--- src/design/kss_pkg.sv ---
// Shared types, constants and helpers for the keyword sequence spotter.
package kss_pkg;

    // Defaults for the top-level parameters
    localparam int NUM_SLOTS_DEF   = 8;
    localparam int MAX_KEY_LEN_DEF = 16;

    // Token field widths, sized for the largest supported parameters
    localparam int TOK_IDX_W  = 6;   // character position, up to 64 chars
    localparam int TOK_CNT_W  = 7;   // string / keyword length, up to 65
    localparam int TOK_SLOT_W = 6;   // slot number, up to 64 slots

    typedef enum logic [1:0] {
        OP_CHAR     = 2'd0,
        OP_TOGGLE   = 2'd1,
        OP_KEY_CHAR = 2'd2,
        OP_KEY_LEN  = 2'd3
    } op_t;

    typedef enum logic [0:0] {
        CFG_ENABLED_AT_RESET = 1'b0,
        CFG_TOGGLE_ALLOWED   = 1'b1
    } cfg_idx_t;

    typedef enum logic [2:0] {
        S_IDLE,
        S_FEED,
        S_WAIT,
        S_EVAL,
        S_RES
    } state_t;

    // One character of the held string travelling down the cell chain.
    // The match verdict rides along and is final on the last token.
    typedef struct packed {
        logic                  valid;
        logic                  first;
        logic                  last;
        logic [TOK_IDX_W-1:0]  idx;
        logic [7:0]            ch;
        logic [TOK_CNT_W-1:0]  cnt;
        logic                  exact;
        logic                  prefix;
        logic [TOK_SLOT_W-1:0] hit_slot;
    } token_t;

    // Keyword load request, broadcast to every cell
    typedef struct packed {
        logic                  char_we;
        logic                  len_we;
        logic [TOK_SLOT_W-1:0] slot;
        logic [TOK_IDX_W-1:0]  pos;
        logic [7:0]            ch;
        logic [TOK_CNT_W-1:0]  len;
    } key_wr_t;

    function automatic logic [7:0] fold_upper(input logic [7:0] c);
        logic [7:0] r;
        r = c;
        if (c >= 8'h61 && c <= 8'h7A)
        begin
            r = c - 8'd32;
        end
        return r;
    endfunction

endpackage

--- src/design/kss_cell.sv ---
// One keyword slot: stores a keyword and checks the passing held string against it.
module kss_cell #(
    parameter int MAX_KEY_LEN = kss_pkg::MAX_KEY_LEN_DEF,
    parameter int SLOT_ID     = 0
) (
    input  logic            clk,
    input  logic            rst_n,
    input  kss_pkg::key_wr_t kw,
    input  kss_pkg::token_t tok_in,
    output kss_pkg::token_t tok_out
);

    localparam int IDX_W = $clog2(MAX_KEY_LEN);
    localparam int LEN_W = $clog2(MAX_KEY_LEN + 1);

    logic [7:0]                      kmem [MAX_KEY_LEN];
    logic [7:0]                      kdata_reg;
    logic [LEN_W-1:0]                len_reg;
    logic                            same_reg;
    logic                            same_next;
    kss_pkg::token_t                 tok_a_reg;
    kss_pkg::token_t                 tok_out_reg;
    kss_pkg::token_t                 tok_out_next;
    logic                            sel;
    logic [kss_pkg::TOK_CNT_W-1:0]   len_ext;
    logic                            own_ok;
    logic                            own_exact;
    logic                            own_prefix;

    assign sel = (kw.slot == kss_pkg::TOK_SLOT_W'(SLOT_ID));

    // keyword storage, registered read at the token's position
    always_ff @(posedge clk)
    begin
        if (kw.char_we && sel)
        begin
            kmem[kw.pos[IDX_W-1:0]] <= kw.ch;
        end
        kdata_reg <= kmem[tok_in.idx[IDX_W-1:0]];
    end

    always_comb
    begin
        len_ext      = kss_pkg::TOK_CNT_W'(len_reg);
        same_next    = (tok_a_reg.first | same_reg) & (kdata_reg == tok_a_reg.ch);
        own_ok       = same_next && (len_reg != '0) && (tok_a_reg.cnt <= len_ext);
        own_exact    = own_ok && (tok_a_reg.cnt == len_ext);
        own_prefix   = own_ok && (tok_a_reg.cnt != len_ext);
        tok_out_next = tok_a_reg;
        if (tok_a_reg.valid && tok_a_reg.last)
        begin
            // lower slots already passed: an earlier exact hit wins
            if (!tok_a_reg.exact && own_exact)
            begin
                tok_out_next.exact    = 1'b1;
                tok_out_next.hit_slot = kss_pkg::TOK_SLOT_W'(SLOT_ID);
            end
            tok_out_next.prefix = tok_a_reg.prefix | own_prefix;
        end
    end

    always_ff @(posedge clk or negedge rst_n)
    begin
        if (!rst_n)
        begin
            len_reg     <= '0;
            same_reg    <= 1'b0;
            tok_a_reg   <= '0;
            tok_out_reg <= '0;
        end
        else
        begin
            if (kw.len_we && sel)
            begin
                len_reg <= kw.len[LEN_W-1:0];
            end
            if (tok_a_reg.valid)
            begin
                same_reg <= same_next;
            end
            tok_a_reg   <= tok_in;
            tok_out_reg <= tok_out_next;
        end
    end

    assign tok_out = tok_out_reg;

endmodule

--- src/design/keyword_sequence_spotter.sv ---
// Top level of the keyword sequence spotter: sequencer, held string and cell chain.
//
// Usage:
//   Input channel (in_valid/in_ready) carries one item per transfer: a typed
//   character, a toggle key, a keyword character load or a keyword length load.
//   Every item gives exactly one result transfer on out_valid/out_ready:
//   fired flag and slot, held string length (MAX_KEY_LEN+1 = too long) and
//   the current enable.
//   Config channel (cfg_valid/cfg_ready, always ready) writes enabled_at_reset
//   (also loads the live enable) and toggle_allowed; write only while idle.
// Checking / throughput:
//   Non-checking items go from idle straight to the result state. A checked
//   character streams its held string of n chars through the chain of
//   NUM_SLOTS cells, two register stages per cell, and a collapsed string is
//   checked a second time (n = 1). Items are handled one at a time; in_ready
//   is high only while the sequencer is idle.
// Reset:
//   All slots empty, held string empty, spotting disabled, no result pending.
// Stall:
//   A finished result sits in the output register; a new item can be taken
//   meanwhile, and its result waits until the pending one is transferred.
module keyword_sequence_spotter #(
    parameter int NUM_SLOTS   = kss_pkg::NUM_SLOTS_DEF,
    parameter int MAX_KEY_LEN = kss_pkg::MAX_KEY_LEN_DEF
) (
    input  logic       clk,
    input  logic       rst_n,
    // item input
    input  logic       in_valid,
    output logic       in_ready,
    input  logic [1:0] opcode,
    input  logic [7:0] char_code,
    input  logic       typing_active,
    input  logic [2:0] slot,
    input  logic [3:0] position,
    input  logic [4:0] keyword_length,
    // result output
    output logic       out_valid,
    input  logic       out_ready,
    output logic       fired,
    output logic [2:0] fired_slot,
    output logic [4:0] held_length,
    output logic       spotting_on,
    // configuration writes
    input  logic       cfg_valid,
    output logic       cfg_ready,
    input  logic [0:0] cfg_index,
    input  logic       cfg_data
);

    localparam int IDX_W = $clog2(MAX_KEY_LEN);
    localparam int CNT_W = $clog2(MAX_KEY_LEN + 2);
    localparam logic [CNT_W-1:0] CNT_MAX      = CNT_W'(MAX_KEY_LEN);
    localparam logic [CNT_W-1:0] CNT_TOO_LONG = CNT_W'(MAX_KEY_LEN + 1);

    // control state
    kss_pkg::state_t state_reg, state_next;
    logic             ena_rst_reg, ena_rst_next;
    logic             tog_ok_reg, tog_ok_next;
    logic             spot_en_reg, spot_en_next;
    logic [CNT_W-1:0] held_cnt_reg, held_cnt_next;
    logic [7:0]       newest_reg, newest_next;
    logic             pass_reg, pass_next;
    logic [IDX_W-1:0] feed_idx_reg, feed_idx_next;
    logic             res_exact_reg, res_exact_next;
    logic             res_prefix_reg, res_prefix_next;
    logic [kss_pkg::TOK_SLOT_W-1:0] res_slot_reg, res_slot_next;
    logic             fired_pend_reg, fired_pend_next;
    logic [kss_pkg::TOK_SLOT_W-1:0] fslot_pend_reg, fslot_pend_next;
    kss_pkg::token_t  issue_reg, issue_next;

    // output register
    logic             out_valid_reg, out_valid_next;
    logic             fired_reg, fired_next;
    logic [2:0]       fired_slot_reg, fired_slot_next;
    logic [4:0]       held_length_reg, held_length_next;
    logic             spotting_on_reg, spotting_on_next;

    // held string memory
    logic [7:0]       held_mem [MAX_KEY_LEN];
    logic [7:0]       held_rdata_reg;
    logic             held_we;
    logic [IDX_W-1:0] held_waddr;
    logic [7:0]       held_wdata;

    logic [7:0]       ch_fold;
    logic             feed_last;
    logic [kss_pkg::TOK_CNT_W-1:0] klen_ext;
    logic [kss_pkg::TOK_CNT_W-1:0] held_cnt_wide;
    kss_pkg::key_wr_t kw;
    kss_pkg::token_t  chain_in;
    kss_pkg::token_t  links [NUM_SLOTS+1];

    assign ch_fold   = kss_pkg::fold_upper(char_code);
    assign klen_ext  = kss_pkg::TOK_CNT_W'(keyword_length);
    assign feed_last = ((CNT_W'(feed_idx_reg) + CNT_W'(1)) == held_cnt_reg);
    assign held_cnt_wide = kss_pkg::TOK_CNT_W'(held_cnt_reg);

    // keyword load request; range checks here, slot match in the cells
    always_comb
    begin
        kw.slot    = kss_pkg::TOK_SLOT_W'(slot);
        kw.pos     = kss_pkg::TOK_IDX_W'(position);
        kw.ch      = ch_fold;
        kw.len     = (klen_ext > kss_pkg::TOK_CNT_W'(MAX_KEY_LEN))
                     ? kss_pkg::TOK_CNT_W'(MAX_KEY_LEN) : klen_ext;
        kw.char_we = 1'b0;
        kw.len_we  = 1'b0;
        if (state_reg == kss_pkg::S_IDLE && in_valid)
        begin
            if (kss_pkg::op_t'(opcode) == kss_pkg::OP_KEY_CHAR)
            begin
                kw.char_we = (kss_pkg::TOK_CNT_W'(position)
                              < kss_pkg::TOK_CNT_W'(MAX_KEY_LEN));
            end
            if (kss_pkg::op_t'(opcode) == kss_pkg::OP_KEY_LEN)
            begin
                kw.len_we = 1'b1;
            end
        end
    end

    // sequencer
    always_comb
    begin
        state_next       = state_reg;
        ena_rst_next     = ena_rst_reg;
        tog_ok_next      = tog_ok_reg;
        spot_en_next     = spot_en_reg;
        held_cnt_next    = held_cnt_reg;
        newest_next      = newest_reg;
        pass_next        = pass_reg;
        feed_idx_next    = feed_idx_reg;
        res_exact_next   = res_exact_reg;
        res_prefix_next  = res_prefix_reg;
        res_slot_next    = res_slot_reg;
        fired_pend_next  = fired_pend_reg;
        fslot_pend_next  = fslot_pend_reg;
        issue_next       = '0;
        out_valid_next   = out_valid_reg;
        fired_next       = fired_reg;
        fired_slot_next  = fired_slot_reg;
        held_length_next = held_length_reg;
        spotting_on_next = spotting_on_reg;
        held_we          = 1'b0;
        held_waddr       = '0;
        held_wdata       = newest_reg;

        if (out_valid_reg && out_ready)
        begin
            out_valid_next = 1'b0;
        end

        if (cfg_valid)
        begin
            unique case (kss_pkg::cfg_idx_t'(cfg_index))
                kss_pkg::CFG_ENABLED_AT_RESET:
                begin
                    ena_rst_next = cfg_data;
                    spot_en_next = cfg_data;
                end
                kss_pkg::CFG_TOGGLE_ALLOWED:
                begin
                    tog_ok_next = cfg_data;
                end
                default:
                begin
                    tog_ok_next = tog_ok_reg;
                end
            endcase
        end

        unique case (state_reg)
            kss_pkg::S_IDLE:
            begin
                if (in_valid)
                begin
                    fired_pend_next = 1'b0;
                    fslot_pend_next = '0;
                    state_next      = kss_pkg::S_RES;
                    unique case (kss_pkg::op_t'(opcode))
                        kss_pkg::OP_CHAR:
                        begin
                            if (!typing_active)
                            begin
                                newest_next = ch_fold;
                                if (held_cnt_reg < CNT_MAX)
                                begin
                                    held_we       = 1'b1;
                                    held_waddr    = held_cnt_reg[IDX_W-1:0];
                                    held_wdata    = ch_fold;
                                    held_cnt_next = held_cnt_reg + CNT_W'(1);
                                end
                                else
                                begin
                                    held_cnt_next = CNT_TOO_LONG;
                                end
                                if (spot_en_reg)
                                begin
                                    pass_next = 1'b0;
                                    if (held_cnt_reg < CNT_MAX)
                                    begin
                                        feed_idx_next = '0;
                                        state_next    = kss_pkg::S_FEED;
                                    end
                                    else
                                    begin
                                        // too long: matches nothing, skip the scan
                                        res_exact_next  = 1'b0;
                                        res_prefix_next = 1'b0;
                                        state_next      = kss_pkg::S_EVAL;
                                    end
                                end
                            end
                        end
                        kss_pkg::OP_TOGGLE:
                        begin
                            if (tog_ok_reg)
                            begin
                                spot_en_next = !spot_en_reg;
                            end
                        end
                        kss_pkg::OP_KEY_CHAR,
                        kss_pkg::OP_KEY_LEN:
                        begin
                            // loads are done by the cells through kw
                            newest_next = newest_reg;
                        end
                        default:
                        begin
                            newest_next = newest_reg;
                        end
                    endcase
                end
            end

            kss_pkg::S_FEED:
            begin
                issue_next.valid = 1'b1;
                issue_next.first = (feed_idx_reg == '0);
                issue_next.last  = feed_last;
                issue_next.idx   = kss_pkg::TOK_IDX_W'(feed_idx_reg);
                issue_next.cnt   = held_cnt_wide;
                if (feed_last)
                begin
                    state_next = kss_pkg::S_WAIT;
                end
                else
                begin
                    feed_idx_next = feed_idx_reg + IDX_W'(1);
                end
            end

            kss_pkg::S_WAIT:
            begin
                if (links[NUM_SLOTS].valid && links[NUM_SLOTS].last)
                begin
                    res_exact_next  = links[NUM_SLOTS].exact;
                    res_prefix_next = links[NUM_SLOTS].prefix;
                    res_slot_next   = links[NUM_SLOTS].hit_slot;
                    state_next      = kss_pkg::S_EVAL;
                end
            end

            kss_pkg::S_EVAL:
            begin
                priority if (res_exact_reg)
                begin
                    held_cnt_next   = '0;
                    fired_pend_next = 1'b1;
                    fslot_pend_next = res_slot_reg;
                    state_next      = kss_pkg::S_RES;
                end
                else if (res_prefix_reg)
                begin
                    state_next = kss_pkg::S_RES;
                end
                else if (held_cnt_reg >= CNT_W'(2))
                begin
                    // collapse to the newest character
                    held_we       = 1'b1;
                    held_waddr    = '0;
                    held_wdata    = newest_reg;
                    held_cnt_next = CNT_W'(1);
                    if (!pass_reg)
                    begin
                        pass_next     = 1'b1;
                        feed_idx_next = '0;
                        state_next    = kss_pkg::S_FEED;
                    end
                    else
                    begin
                        state_next = kss_pkg::S_RES;
                    end
                end
                else
                begin
                    held_cnt_next = '0;
                    state_next    = kss_pkg::S_RES;
                end
            end

            kss_pkg::S_RES:
            begin
                if (!out_valid_reg || out_ready)
                begin
                    out_valid_next   = 1'b1;
                    fired_next       = fired_pend_reg;
                    fired_slot_next  = fslot_pend_reg[2:0];
                    held_length_next = held_cnt_wide[4:0];
                    spotting_on_next = spot_en_reg;
                    state_next       = kss_pkg::S_IDLE;
                end
            end

            default:
            begin
                state_next = kss_pkg::S_IDLE;
            end
        endcase
    end

    always_ff @(posedge clk or negedge rst_n)
    begin
        if (!rst_n)
        begin
            state_reg      <= kss_pkg::S_IDLE;
            ena_rst_reg    <= 1'b0;
            tog_ok_reg     <= 1'b0;
            spot_en_reg    <= 1'b0;
            held_cnt_reg   <= '0;
            newest_reg     <= '0;
            pass_reg       <= 1'b0;
            feed_idx_reg   <= '0;
            res_exact_reg  <= 1'b0;
            res_prefix_reg <= 1'b0;
            fired_pend_reg <= 1'b0;
            issue_reg      <= '0;
            out_valid_reg  <= 1'b0;
        end
        else
        begin
            state_reg      <= state_next;
            ena_rst_reg    <= ena_rst_next;
            tog_ok_reg     <= tog_ok_next;
            spot_en_reg    <= spot_en_next;
            held_cnt_reg   <= held_cnt_next;
            newest_reg     <= newest_next;
            pass_reg       <= pass_next;
            feed_idx_reg   <= feed_idx_next;
            res_exact_reg  <= res_exact_next;
            res_prefix_reg <= res_prefix_next;
            fired_pend_reg <= fired_pend_next;
            issue_reg      <= issue_next;
            out_valid_reg  <= out_valid_next;
        end
    end

    // payload registers
    always_ff @(posedge clk)
    begin
        res_slot_reg    <= res_slot_next;
        fslot_pend_reg  <= fslot_pend_next;
        fired_reg       <= fired_next;
        fired_slot_reg  <= fired_slot_next;
        held_length_reg <= held_length_next;
        spotting_on_reg <= spotting_on_next;
    end

    // held string: one write port, registered read at the feed index
    always_ff @(posedge clk)
    begin
        if (held_we)
        begin
            held_mem[held_waddr] <= held_wdata;
        end
        held_rdata_reg <= held_mem[feed_idx_reg];
    end

    // token entering the chain: issue info plus the character just read
    always_comb
    begin
        chain_in          = issue_reg;
        chain_in.ch       = held_rdata_reg;
        chain_in.exact    = 1'b0;
        chain_in.prefix   = 1'b0;
        chain_in.hit_slot = '0;
    end

    assign links[0] = chain_in;

    for (genvar s = 0; s < NUM_SLOTS; s++)
    begin : g_cell
        kss_cell #(
            .MAX_KEY_LEN (MAX_KEY_LEN),
            .SLOT_ID     (s)
        ) u_cell (
            .clk     (clk),
            .rst_n   (rst_n),
            .kw      (kw),
            .tok_in  (links[s]),
            .tok_out (links[s+1])
        );
    end

    assign in_ready    = (state_reg == kss_pkg::S_IDLE);
    assign cfg_ready   = 1'b1;
    assign out_valid   = out_valid_reg;
    assign fired       = fired_reg;
    assign fired_slot  = fired_slot_reg;
    assign held_length = held_length_reg;
    assign spotting_on = spotting_on_reg;

    // held count never goes past the too-long mark
    a_cnt_range: assert property (@(posedge clk) disable iff (!rst_n)
        held_cnt_reg <= CNT_TOO_LONG)
        else $error("held count out of range");

    // a scan only runs over a real, non-saturated string
    a_feed_cnt: assert property (@(posedge clk) disable iff (!rst_n)
        state_reg == kss_pkg::S_FEED |-> (held_cnt_reg != '0 && held_cnt_reg <= CNT_MAX))
        else $error("feeding with bad held count");

    // chain verdict only shows up while the sequencer waits for it
    a_chain_done: assert property (@(posedge clk) disable iff (!rst_n)
        (links[NUM_SLOTS].valid && links[NUM_SLOTS].last) |-> state_reg == kss_pkg::S_WAIT)
        else $error("chain verdict outside wait");

    // a fire clears the held string
    a_fire_clears: assert property (@(posedge clk) disable iff (!rst_n)
        (out_valid_reg && fired_reg) |-> held_length_reg == 5'd0)
        else $error("fired with non-empty string");

    // slot is zero whenever nothing fired
    a_slot_zero: assert property (@(posedge clk) disable iff (!rst_n)
        (out_valid_reg && !fired_reg) |-> fired_slot_reg == 3'd0)
        else $error("slot set without fire");

endmodule

--- config.mk ---
export PLATFORM = sky130hd
export DESIGN_NAME = keyword_sequence_spotter
export DESIGN_NICKNAME = d
export VERILOG_FILES = /design/src/design/kss_pkg.sv /design/src/design/kss_cell.sv /design/src/design/keyword_sequence_spotter.sv
export SDC_FILE = /design/constraint.sdc
export NUM_CORES = 1
export LEC_CHECK = 0
export ABC_CLOCK_PERIOD_IN_PS = 3900
export BUFFER_PORTS_ARGS = -buffer_cell sky130_fd_sc_hd__buf_2
export CORE_ASPECT_RATIO = 1.25
export CORE_MARGIN = 8
export CORE_UTILIZATION = 42
export CTS_CLUSTER_SIZE = 30
export DETAILED_ROUTE_END_ITERATION = 6
export SYNTH_ARGS = -nofsm -noshare
export SYNTH_HDL_FRONTEND = slang
export SYNTH_SLANG_ARGS = --single-unit
--- constraint.sdc ---
create_clock -name clk -period 3.9 [get_ports clk]
set_clock_uncertainty 0.05 [all_clocks]
set_input_delay 0.975 -clock clk [delete_from_list [all_inputs] [get_ports clk]]
set_output_delay 0.975 -clock clk [all_outputs]
set_load 0.02 [all_outputs]
==> run summary, run 1 <==
Crit path DAT: 2060 ps
Net switching power: 7.96 mW
Status: finished clean
Starting DRC count in detailed routing: 2467
RD Place Congestion: 0.784
Hold buffers post-CTS: 0
Top cell type's share of synthesized area: 0.576
Final setup TNS: 0 ps
Max-cap violations: 0
Horiz. Die Dim: 357 um
Nets: 3341
Critical Path RT: 2870 ps
Post-synthesis sequential area ratio: 0.783
Die H: 442 um
Share of layout cells above drive strength 1: 0.268
CTS tree: built
Worst vdd ir: 0.452 mV
CTS Buf Count: 154
Fillers: 11499
Via density: 5.31
Flop pwr share: 0.540
Final Cycle Share: 0.791
Initial Utilization: 0.422
Non-filler cells, final: 5295
Post-CTS Setup Bufs: 0
Top-Level Pins: 43
Fin Hold WS: 136 ps
Post-CTS Resized: 0
Highest metal used: met5
Syn_nets: 3026
Main synth FF type: edfxtp_1
Slew @ Worst Pin: 1190 ps
Global route overflow: 0
PnR worst setup slack: 816 ps
Instance area at placement: 64900 um2
Final Util: 0.486
Most frequent cells in the layout: 1168 x edfxtp_1, 437 x dfrtp_1, 352 x mux4_2
Library cells used by synthesis: 63
Achievable Freq: 324 MHz
Clock sink count: 1686
Post-Layout Inst Area: 70100 um2
Hold WC Path Type: input port to asynchronous set/reset pin
Clock share of power: 0.411
Max transition margin: 0.206
WS Path Type: register to output port
Post-Syn Area: 60900 um2
Min Tclk post-route: 3080 ps
Avg Inst Size Synth: 20.6 um2
Routed wl met2: 73.7 mm
Power Total: 37.1 mW
Commonest non-fill, non-tap cell in the layout: edfxtp_1
Met3 routed WL: 5.85 mm
Wirelength per Cell: 25.4 um
Endpoints failing hold: 0
Die ar.: 157000 um2
WL met1: 51.5 mm
Antenna-violating nets left: 0
Largest register FFs: 1024
Largest net degree at the start of global routing: 131
Area leader, netlist: edfxtp_1
Core area: 144000 um2
Initial antenna violation count: 7
Leakage power: 24.5 nW
Startpoint types: register
DP Cell Count: 5007
Logic gate share of total power: 0.049
Unrepaired setup endpoints after global routing: no
Clk pin slew, worst setup/hold paths: 60 ps
DR pass1 iterations: 5
Switch share: 0.215
CP Max Fanout: 13
Clk root buf: clkbuf_16
Row cnt: 156
Cell Pwr Density: 528 nW/um2
H-tree depth: 4
Pre-CTS WS: 493 ps
Final wirelength: 134 mm
Drc violations: 0
Reg2Reg Depth: 6
Crit end category: output port
First-pass GRT wire length: 202 mm
Vias in the first global route: 30169
Worst-skew pair later-pin latency: 780 ps
Async S/R FF share, synth: 0.265
Final setup viols: 0
Synth Instances: 2952
Area Growth Syn to Fin: 15.2%
GRT Util Overall: 0.172
Final Max Tran Viols: 0
Yosys warnings: 0
Clk buf depth: 3
Post-synth EDFFs: 1168
P_int: 29.1 mW
Area contributors post-synth: edfxtp_1 58%, dfrtp_1 18%, mux4_2 13%
Input/output buffers: 41
Post-synthesis register bit count: 1686
Hpwl dp: 86.3 mm
DR vias: 28140
[path summary, 6_finish.rpt]
| check | endpoint | from | slack (ps) |
|---|---|---|---|
| setup reg to reg | feed_idx_reg[2] | feed_idx_reg[0] | 1050 |
| min in group clk | g_cell[0].u_cell.tok_a_reg[18] | held_rdata_reg[3] | 280 |
| setup / recovery | in_ready | state_reg[1] | 820 |
| hold / removal | g_cell[6].u_cell.tok_out[26] | rst_n | 140 |
| max in group asynchronous | feed_idx_reg[0] | rst_n | 2750 |
| hold reg to reg | g_cell[0].u_cell.tok_a_reg[18] | held_rdata_reg[3] | 280 |
[cell usage after synthesis (4+ instances only)]
master    number
edfxtp_1    1168
dfrtp_1      446
mux4_2       352
nor2_1       165
nand2_1      109
dfxtp_1       72
clkbuf_1      59
o21ai_0       56
inv_1         55
xnor2_1       51
ha_1          44
nand3_1       35
buf_2         33
nor2b_1       29
nor3_1        25
mux2_2        20
buf_1         18
xor2_1        18
nand4_1       15
a21oi_1       14
o21a_1        14
nand2b_1      13
and2_1        10
nor4_1        10
or4_1         10
a211oi_1       9
a31oi_1        9
or2_2          9
o211ai_1       8
a21o_1         7
and3_1         7
nor3b_1        6
nand4b_1       5
o21bai_1       5
nand3b_1       4
or3_1          4
[critical path, stage by stage (launching register included)]
cell     delay [ps]
dfrtp_1         540
or3_1           490
inv_1           100
buf_2           160
[cell families after synthesis]
logic type      synth area share
compound gates            0.0155
xor+xnor                 0.00993
fa+ha+maj                0.00904
buf+inv                   0.0112
flops                      0.783
mux                        0.134
other cells            0.0000616
simple gates              0.0367
[power by group through the flow]
stage	Sequential, mW	Clock (mW)	Combinational [mW]
after global placement	20.4	0	1.75
after floorplan	20.3	0	0.986
after CTS	20.0	15.6	1.85
after detailed placement	20.4	0	1.84
after global routing	20.0	16.2	1.99
final	20.0	15.2	1.80
[metal layers]
layer,up-vias,global-route usage
li1,12196,-
met1,15100,0.209
met2,639,0.315
met3,203,0.0294
met4,2,0.0467
met5,-,0
[final cells by class]
| cell class | instances | area (um2) | share of cell area |
|---|---|---|---|
| flip-flops and latches | 1686 | 47700 | 0.680 |
| diodes | 4 | 10.0 | 0.000143 |
| multi-input cells | 1098 | 12500 | 0.179 |
| repair buffers | 271 | 2080 | 0.0297 |
| inverters | 56 | 213 | 0.00303 |
| well taps | 1896 | 2370 | 0.0338 |
| clock buffers | 228 | 4640 | 0.0662 |
| clock inverters | 56 | 572 | 0.00815 |
Note: power is estimated with default switching activity, not from simulation.
==> run 2: changes to the inputs <==
--- a/config.mk
+++ b/config.mk
@@ -5,7 +5,7 @@
 export SDC_FILE = /design/constraint.sdc
 export NUM_CORES = 1
 export LEC_CHECK = 0
-export ABC_CLOCK_PERIOD_IN_PS = 3900
+export ABC_CLOCK_PERIOD_IN_PS = 3200
 export BUFFER_PORTS_ARGS = -buffer_cell sky130_fd_sc_hd__buf_2
 export CORE_ASPECT_RATIO = 1.25
 export CORE_MARGIN = 8
==> constraint.sdc (replaced) <==
create_clock -name clk -period 3.2 [get_ports clk]
set_clock_uncertainty 0.05 [all_clocks]
set_input_delay 0.8 -clock clk [delete_from_list [all_inputs] [get_ports clk]]
set_output_delay 0.8 -clock clk [all_outputs]
set_load 0.02 [all_outputs]
==> run summary, run 2 (synthesis results as in run 1) <==
DR vias: 28107
WS Path Type: register to register
Clock sink count: 1686
Die H: 442 um
Largest net degree at the start of global routing: 129
Input/output buffers: 41
Drc violations: 0
Achievable Freq: 343 MHz
Post-CTS Setup Bufs: 0
Vias in the first global route: 30441
Die ar.: 157000 um2
Final Util: 0.488
Top-Level Pins: 43
Slowest-stage cell, CP: dfrtp_1
Global route overflow: 0
Share of layout cells above drive strength 1: 0.275
Fin Hold WS: 250 ps
Commonest non-fill, non-tap cell in the layout: edfxtp_1
Endpoints failing hold: 0
Core area: 144000 um2
Initial antenna violation count: 11
Max-cap violations: 0
Nets: 3367
Initial Utilization: 0.422
GRT Util Overall: 0.170
Crit end category: register
CP Max Fanout: 16
Worst vdd ir: 0.557 mV
Final Cycle Share: 0.911
Clk buf depth: 3
Clk root buf: clkbuf_16
Min-delay src: cfg_data
Unrepaired setup endpoints after global routing: no
Crit path DAT: 3350 ps
Largest register FFs: 1024
Final setup viols: 0
Max transition margin: 0.241
Non-filler cells, final: 5329
Power Total: 45.1 mW
Cell mode on critical path: nand2_1
Most frequent cells in the layout: 1168 x edfxtp_1, 437 x dfrtp_1, 352 x mux4_2
Instance area at placement: 65200 um2
Antenna-violating nets left: 0
Worst-skew pair later-pin latency: 780 ps
Critical path cell sequence: nor4b_4 > nand2_1 > nor3_2 > nand2_1 > nor2_1 > buf_4
Area Growth Syn to Fin: 15.6%
Crit Reg-Reg Startpoint: state_reg[0]
Hold buffers post-CTS: 1
Cell Pwr Density: 641 nW/um2
CTS Buf Count: 152
Via density: 5.27
CP Buf/Inv Count: 1
CP max stage delay: 550 ps
Min Tclk post-route: 2920 ps
Status: finished clean
CP Launch Point: state_reg[0]
Post-CTS Resized: 0
Clk pin slew, worst setup/hold paths: 70 ps
Hold WC Path Type: input port to register
Row cnt: 156
Hpwl dp: 88.1 mm
DR pass1 iterations: 5
RD Place Congestion: 0.830
H-tree depth: 4
Starting DRC count in detailed routing: 2176
Wirelength per Cell: 24.9 um
DP Cell Count: 5034
Final Max Tran Viols: 0
Critical Path RT: 3630 ps
Horiz. Die Dim: 357 um
Fillers: 11412
Post-Layout Inst Area: 70400 um2
Startpoint types: register
Slew @ Worst Pin: 1140 ps
CTS tree: built
Leakage power: 24.6 nW
Delay-heaviest family, CP: simple AND/OR/NAND/NOR gates
First-pass GRT wire length: 201 mm
Final wirelength: 133 mm
[run 2: per-layer routing]
metal  vias to the layer above  global-route usage  share of wire
li1                      12282                   -              -
met5                         -                   0       0.000090
met1                     14932               0.208           0.38
met3                       209              0.0258          0.041
met2                       682               0.309           0.54
met4                         2              0.0559          0.031
[run 2: final cells by class]
type                       count  area [um2]  share of cell area
sequential                  1686       47700               0.678
multi-input combinational   1098       12600               0.178
clock buffer                 205        4200              0.0596
tap                         1896        2370              0.0337
timing repair buffer         299        2350              0.0335
clock inverter                81         963              0.0137
inverter                      56         215             0.00306
antenna                        8        20.0            0.000285
[run 2: where the power goes]
group,switching [mW],internal (mW),total [mW],leakage [nW]
Sequential,0.298,24.1,24.3,17.0
Clock,7.91,10.6,18.5,2.54
Combinational,1.49,0.730,2.22,5.08
Total,9.69,35.4,45.1,24.6
[run 2: final timing paths]
check | endpoint | slack, ps | cells after the start
max | g_cell[0].u_cell.kmem[15][6] | 280 | 6
min | tog_ok_reg | 250 | 2
max reg2reg | g_cell[0].u_cell.kmem[15][6] | 280 | 6
min reg2reg | g_cell[0].u_cell.tok_a_reg[22] | 270 | 0
max in group asynchronous | g_cell[0].u_cell.tok_out[23] | 1630 | 3
min in group asynchronous | g_cell[7].u_cell.tok_a_reg[11] | 500 | 2
[run 2: metrics by stage]
stage	TNS (ps)	worst slack, ps
after floorplan	-26340	-207
after global placement	-360	-35.9
after detailed placement	-2300	-65.0
after CTS	0	218
after global routing	0	21.0
final	0	283
[run 2: worst register-to-register path: stages (launching register included)]
cell     delay [ps]
dfrtp_1         550
nor4b_4         430
nand2_1         270
nor3_2          300
nand2_1         510
nor2_1          320
buf_4           210
